==> src/rtl/rmq_pkg.sv <==
// ----------------------------------------------------------------------------
// rmq_pkg
// Shared types and constants of the rotation matrix to quaternion pipeline.
// ----------------------------------------------------------------------------
`default_nettype none

package rmq_pkg;

    localparam int FRAC_BITS_DEF = 14;

    localparam logic [1:0] BR_TRACE = 2'd0;
    localparam logic [1:0] BR_X     = 2'd1;
    localparam logic [1:0] BR_Y     = 2'd2;
    localparam logic [1:0] BR_Z     = 2'd3;

    typedef struct packed {
        logic signed [15:0] m00;
        logic signed [15:0] m01;
        logic signed [15:0] m02;
        logic signed [15:0] m10;
        logic signed [15:0] m11;
        logic signed [15:0] m12;
        logic signed [15:0] m20;
        logic signed [15:0] m21;
        logic signed [15:0] m22;
    } t_in_word;

    typedef struct packed {
        logic signed [15:0] qx;
        logic signed [15:0] qy;
        logic signed [15:0] qz;
        logic signed [15:0] qw;
        logic [1:0]         branch;
        logic               invalid;
    } t_out_word;

    // sideband that travels with an item through the root and divider stages
    typedef struct packed {
        logic [1:0]         branch;
        logic               invalid;
        logic signed [16:0] n0;
        logic signed [16:0] n1;
        logic signed [16:0] n2;
    } t_side;

endpackage

`default_nettype wire

==> src/rtl/rmq_sqrt.sv <==
// ----------------------------------------------------------------------------
// rmq_sqrt
// Integer square root, one root bit per pipeline stage.
// ----------------------------------------------------------------------------
`default_nettype none

module rmq_sqrt
    import rmq_pkg::*;
#(
    parameter int FRAC_BITS = FRAC_BITS_DEF,
    parameter int ARG_W     = 18,
    parameter int HW        = 15
) (
    input  wire logic          i_clk,
    input  wire logic          i_rst_n,
    input  wire logic          i_en,
    input  wire logic          i_valid,
    input  wire logic [ARG_W-1:0] i_arg,
    input  wire t_side         i_side,
    output logic               o_valid,
    output logic [HW-1:0]      o_root,
    output t_side              o_side
);

    localparam int RW  = 2 * HW;
    localparam int RMW = HW + 2;

    logic [RW-1:0]  w_rad0;
    logic [RMW-1:0] r_rem  [HW];
    logic [RMW-1:0] n_rem  [HW];
    logic [HW-1:0]  r_root [HW];
    logic [HW-1:0]  n_root [HW];
    logic [RW-1:0]  r_rad  [HW];
    logic [RW-1:0]  n_rad  [HW];
    t_side          r_side [HW];
    t_side          n_side [HW];
    logic [HW-1:0]  r_v;
    logic [HW-1:0]  n_v;

    assign w_rad0 = {{(RW-ARG_W){1'b0}}, i_arg} << (FRAC_BITS - 2);

    genvar s;
    for (s = 0; s < HW; s++) begin : g_st
        logic [RMW-1:0] p_rem;
        logic [HW-1:0]  p_root;
        logic [RW-1:0]  p_rad;
        logic [RMW+1:0] cur;
        logic [RMW+1:0] trial;
        logic           ge;
        if (s == 0) begin : g_first
            assign p_rem     = '0;
            assign p_root    = '0;
            assign p_rad     = w_rad0;
            assign n_v[s]    = i_valid;
            assign n_side[s] = i_side;
        end else begin : g_next
            assign p_rem     = r_rem[s-1];
            assign p_root    = r_root[s-1];
            assign p_rad     = r_rad[s-1];
            assign n_v[s]    = r_v[s-1];
            assign n_side[s] = r_side[s-1];
        end
        assign cur       = {p_rem, p_rad[RW-1 -: 2]};
        assign trial     = {2'b00, p_root, 2'b01};
        assign ge        = (cur >= trial);
        assign n_rem[s]  = ge ? RMW'(cur - trial) : RMW'(cur);
        assign n_root[s] = {p_root[HW-2:0], ge};
        assign n_rad[s]  = {p_rad[RW-3:0], 2'b00};
    end

    always_ff @(posedge i_clk) begin
        if (!i_rst_n) begin
            r_v <= '0;
        end else if (i_en) begin
            r_v <= n_v;
        end
    end

    always_ff @(posedge i_clk) begin
        if (i_en) begin
            for (int k = 0; k < HW; k++) begin
                r_rem[k]  <= n_rem[k];
                r_root[k] <= n_root[k];
                r_rad[k]  <= n_rad[k];
                r_side[k] <= n_side[k];
            end
        end
    end

    assign o_valid = r_v[HW-1];
    assign o_root  = r_root[HW-1];
    assign o_side  = r_side[HW-1];

endmodule

`default_nettype wire

==> config.mk <==
export PLATFORM = sky130hd
export DESIGN_NAME = rmq_sqrt
export DESIGN_NICKNAME = d
export VERILOG_FILES = /design/src/rtl/rmq_pkg.sv /design/src/rtl/rmq_sqrt.sv
export SDC_FILE = /design/constraint.sdc
export NUM_CORES = 1
export LEC_CHECK = 0
export ABC_AREA = 1
export ABC_CLOCK_PERIOD_IN_PS = 2100
export CORE_AREA = 2 2 279 281
export CTS_BUF_LIST = sky130_fd_sc_hd__clkbuf_4 sky130_fd_sc_hd__clkbuf_8
export DETAILED_ROUTE_END_ITERATION = 12
export DIE_AREA = 0 0 281 283
export DONT_BUFFER_PORTS = 1
export GPL_TIMING_DRIVEN = 1
export PLACE_DENSITY = 0.85
export RECOVER_POWER = 50
export SYNTH_ARGS = -nofsm -noshare
export SYNTH_HDL_FRONTEND = slang
export SYNTH_SLANG_ARGS = --single-unit
==> constraint.sdc <==
create_clock -name i_clk -period 2.1 [get_ports i_clk]
set_input_delay 0.105 -clock i_clk [delete_from_list [all_inputs] [get_ports i_clk]]
set_output_delay 0.105 -clock i_clk [all_outputs]
set_load 0.02 [all_outputs]
==> metrics <==
status=finished with violations; failing checks=hold timing, slew limit, setup timing; Arr. time, crit path=4.86 ns; peak supply drop=0.783 mV; Final setup violation count=489; via count=27,800; DP Worst Slack=-0.161 ns; fillers=4,572; Post-Syn Nets=3,856; Die Ht=283 um; top-count cell post-synth=edfxtp_1; async set-or-reset flop fraction in the synthesized netlist=0%; clock sink total=1,232; clock tree buffer depth=3; Synth cell types=45; largest area contributor in the netlist=edfxtp_1; final wirelength=88,200 um; WHS Path Cells=0; Hold Path Class=primary input to register; Worst Max-Slew Pin Slew=3.97 ns; Rel. slew slack=-165%; fraction of the mapped netlist area in adder cells=3.40%; prevailing post-synth register cell=edfxtp_1; simple-gate share of the synthesized area=13.1%; largest family of logic cells by synthesized area=simple AND/OR/NAND/NOR gates; CP Launch Type=primary input; Layout area overhead=18.9%; final worst path period share=194%; Rows=102; number of remaining DRC errors=0; largest net degree at the start of global routing=1,234; synth warn=0; H-tree depth=4; Synth Register Bits=1,232; Hold Fails Final Rpt=94; reg2reg path depth=9; mux contribution to synthesized area=0%; Synth Area in XOR/XNOR=1.23%; top cell type's share of synthesized area=75.3%; Seq/Total Area, Yosys=75.9%; synth cell count leaders=edfxtp_1 (1,217), nand2_1 (906), inv_1 (505), nand3_1 (240), nor2_1 (209); GPL Wtd Cong=0.886; max frequency=246 MHz; max cap viols=0; TritonRoute pass-1 iters=5; initial antenna violation count=1; worst setup path class=primary input to register; Vias/cell=5.17; total grt overflow=0; DP Wirelength=53,100 um; Initial DRC Count=2,196; hold slack=-0.619 ns; post-synthesis compound-gate area fraction=2.02%; synth top area cells=edfxtp_1 (75%), nand2_1 (7.0%), inv_1 (3.9%); Starting Density=63.3%; CP Data Required Time=2.90 ns; Final Non-Filler Cells=5,371; hold bufs inserted after CTS=165; Avg Cell Area, Syn=13.3 sq um; Setup crit end kind=register; CTS root buf=clkbuf_8; DR WL/cell=16.4 um; Num CTS Buffers=184; CP max FO=1,233; clock-pin slew on the worst setup and hold paths=0.07 ns; RSZ-0062 raised after global routing=yes; static leakage=23.3 nW; Post-synth EDFFs=1,217; core box area=76,700 sq um; min Tclk post-route=4.06 ns; post-route setup slack=-1.96 ns; worst skew pair latency=0.86 ns; Cells after DPL=4,824; layout cells sized above 1=16.4%; PD cells=960 nW/um^2; Slew Limit Fails=1,032; GRT Util Overall=21.8%; # IOs=146; Nets=4,400; CTS tree=built; post-route antenna net violation count=0; vias in the first global route=27,500; width of the die=281 um; mapped cell area=48,500 sq um; I/O Buffers=0; first-pass GRT wire length=136,000 um; die area=79,500 sq um; Mapped Cells=3,651; Final Skew=0.0730 ns
[power by group]
part           internal, mW  leakage [nW]  switching [mW]  total [mW]
clock                  10.4          1.95            9.17        19.6
sequential             29.4          11.9           0.964        30.3
combinational          2.33          9.41            3.22        5.54
total                  42.1          23.3            13.3        55.4
[metal layers]
layer  routed length (um)  up-vias  global-route usage, %  share of wire (%)
li1                     -    13600                      -                  -
met1                34300    13200                   26.5                 39
met2                47300      753                   38.5                 54
met3                 4130      195                   4.43                4.7
met4                 2460        0                   8.05                2.8
met5                    0        -                      0                  0
[repair_timing]
action                                 4_1_cts  5_1_grt
resized for setup                           35      147
setup endpoints to repair                   86      187
pin swaps                                    6       28
endpoints found under the hold margin     1305      849
buffers inserted                            12       42
cloned                                       1        5
[worst max-delay path, cell delays in order]
cell	delay, ns
inv_1	1.68
nor2_1	0.06
dlygate4sd3_1	0.59
nor2_1	0.09
dlygate4sd3_1	0.62
[flip-flops by register name, indices dropped and copies added, names as in the netlist]
name and cells:
r_rad 72, r_rem 215, r_root 120, r_side 810, r_v 15
[placed cells by master, fill, tap and decap left out, types with 27 or more instances in the layout]
cell,instances
nand2_1,883
inv_1,486
ha_1,75
ha_4,39
nor3_1,27
clkbuf_4,45
clkinv_1,36
xor2_1,53
dlygate4sd3_1,165
nand3_1,223
edfxtp_1,1217
nor2_1,189
buf_4,208
clkbuf_8,188
o21ai_0,63
nand4_1,55
a21oi_1,81
[cell families (layout without fill, tap and decap cells)]
logic type | after synthesis | count (layout)
xor+xnor | 68 | 68
buf+inv | 539 | 1214
fa+ha+maj | 129 | 129
simple gates | 1499 | 1502
flops | 1232 | 1232
compound gates | 183 | 183
other cells | 1 | 3
[layout make-up]
class                   count  area [sq um]  area share [%]
inverters                 507          1910            3.30
multi-input cells        1883         10500            18.1
clock buffers             233          2930            5.07
diodes                      2          5.00         0.00867
flip-flops and latches   1232         36800            63.8
clock inverters            87           801            1.39
well taps                1040          1300            2.25
repair buffers            387          3480            6.03
[worst paths after layout]
path / startpoint / to / slack [ns]
max: i_en / r_v[0] / -1.96
min: i_en / r_side[0][15] / -0.62
max reg2reg: r_rem[0][120] / r_rem[1][3] / -0.01
min reg2reg: r_side[1][26] / r_side[1][80] / 0.38
[stage by stage]
step	hold slack, ns	cell area (sq um)	total power, mW	setup TNS, ns	util [%]
floorplan	0.204	48500	33.6	0	-
global placement	0.204	51000	35.1	-1.64	66.4
detailed placement	0.204	51000	35.4	-2.99	66.4
CTS	-0.637	56600	55.2	-0.00250	73.8
global route	-0.668	57700	57.7	-0.844	75.3
finish	-0.619	57700	55.4	-137.59	75.3
No activity file was read; power rests on OpenSTA's default activity.
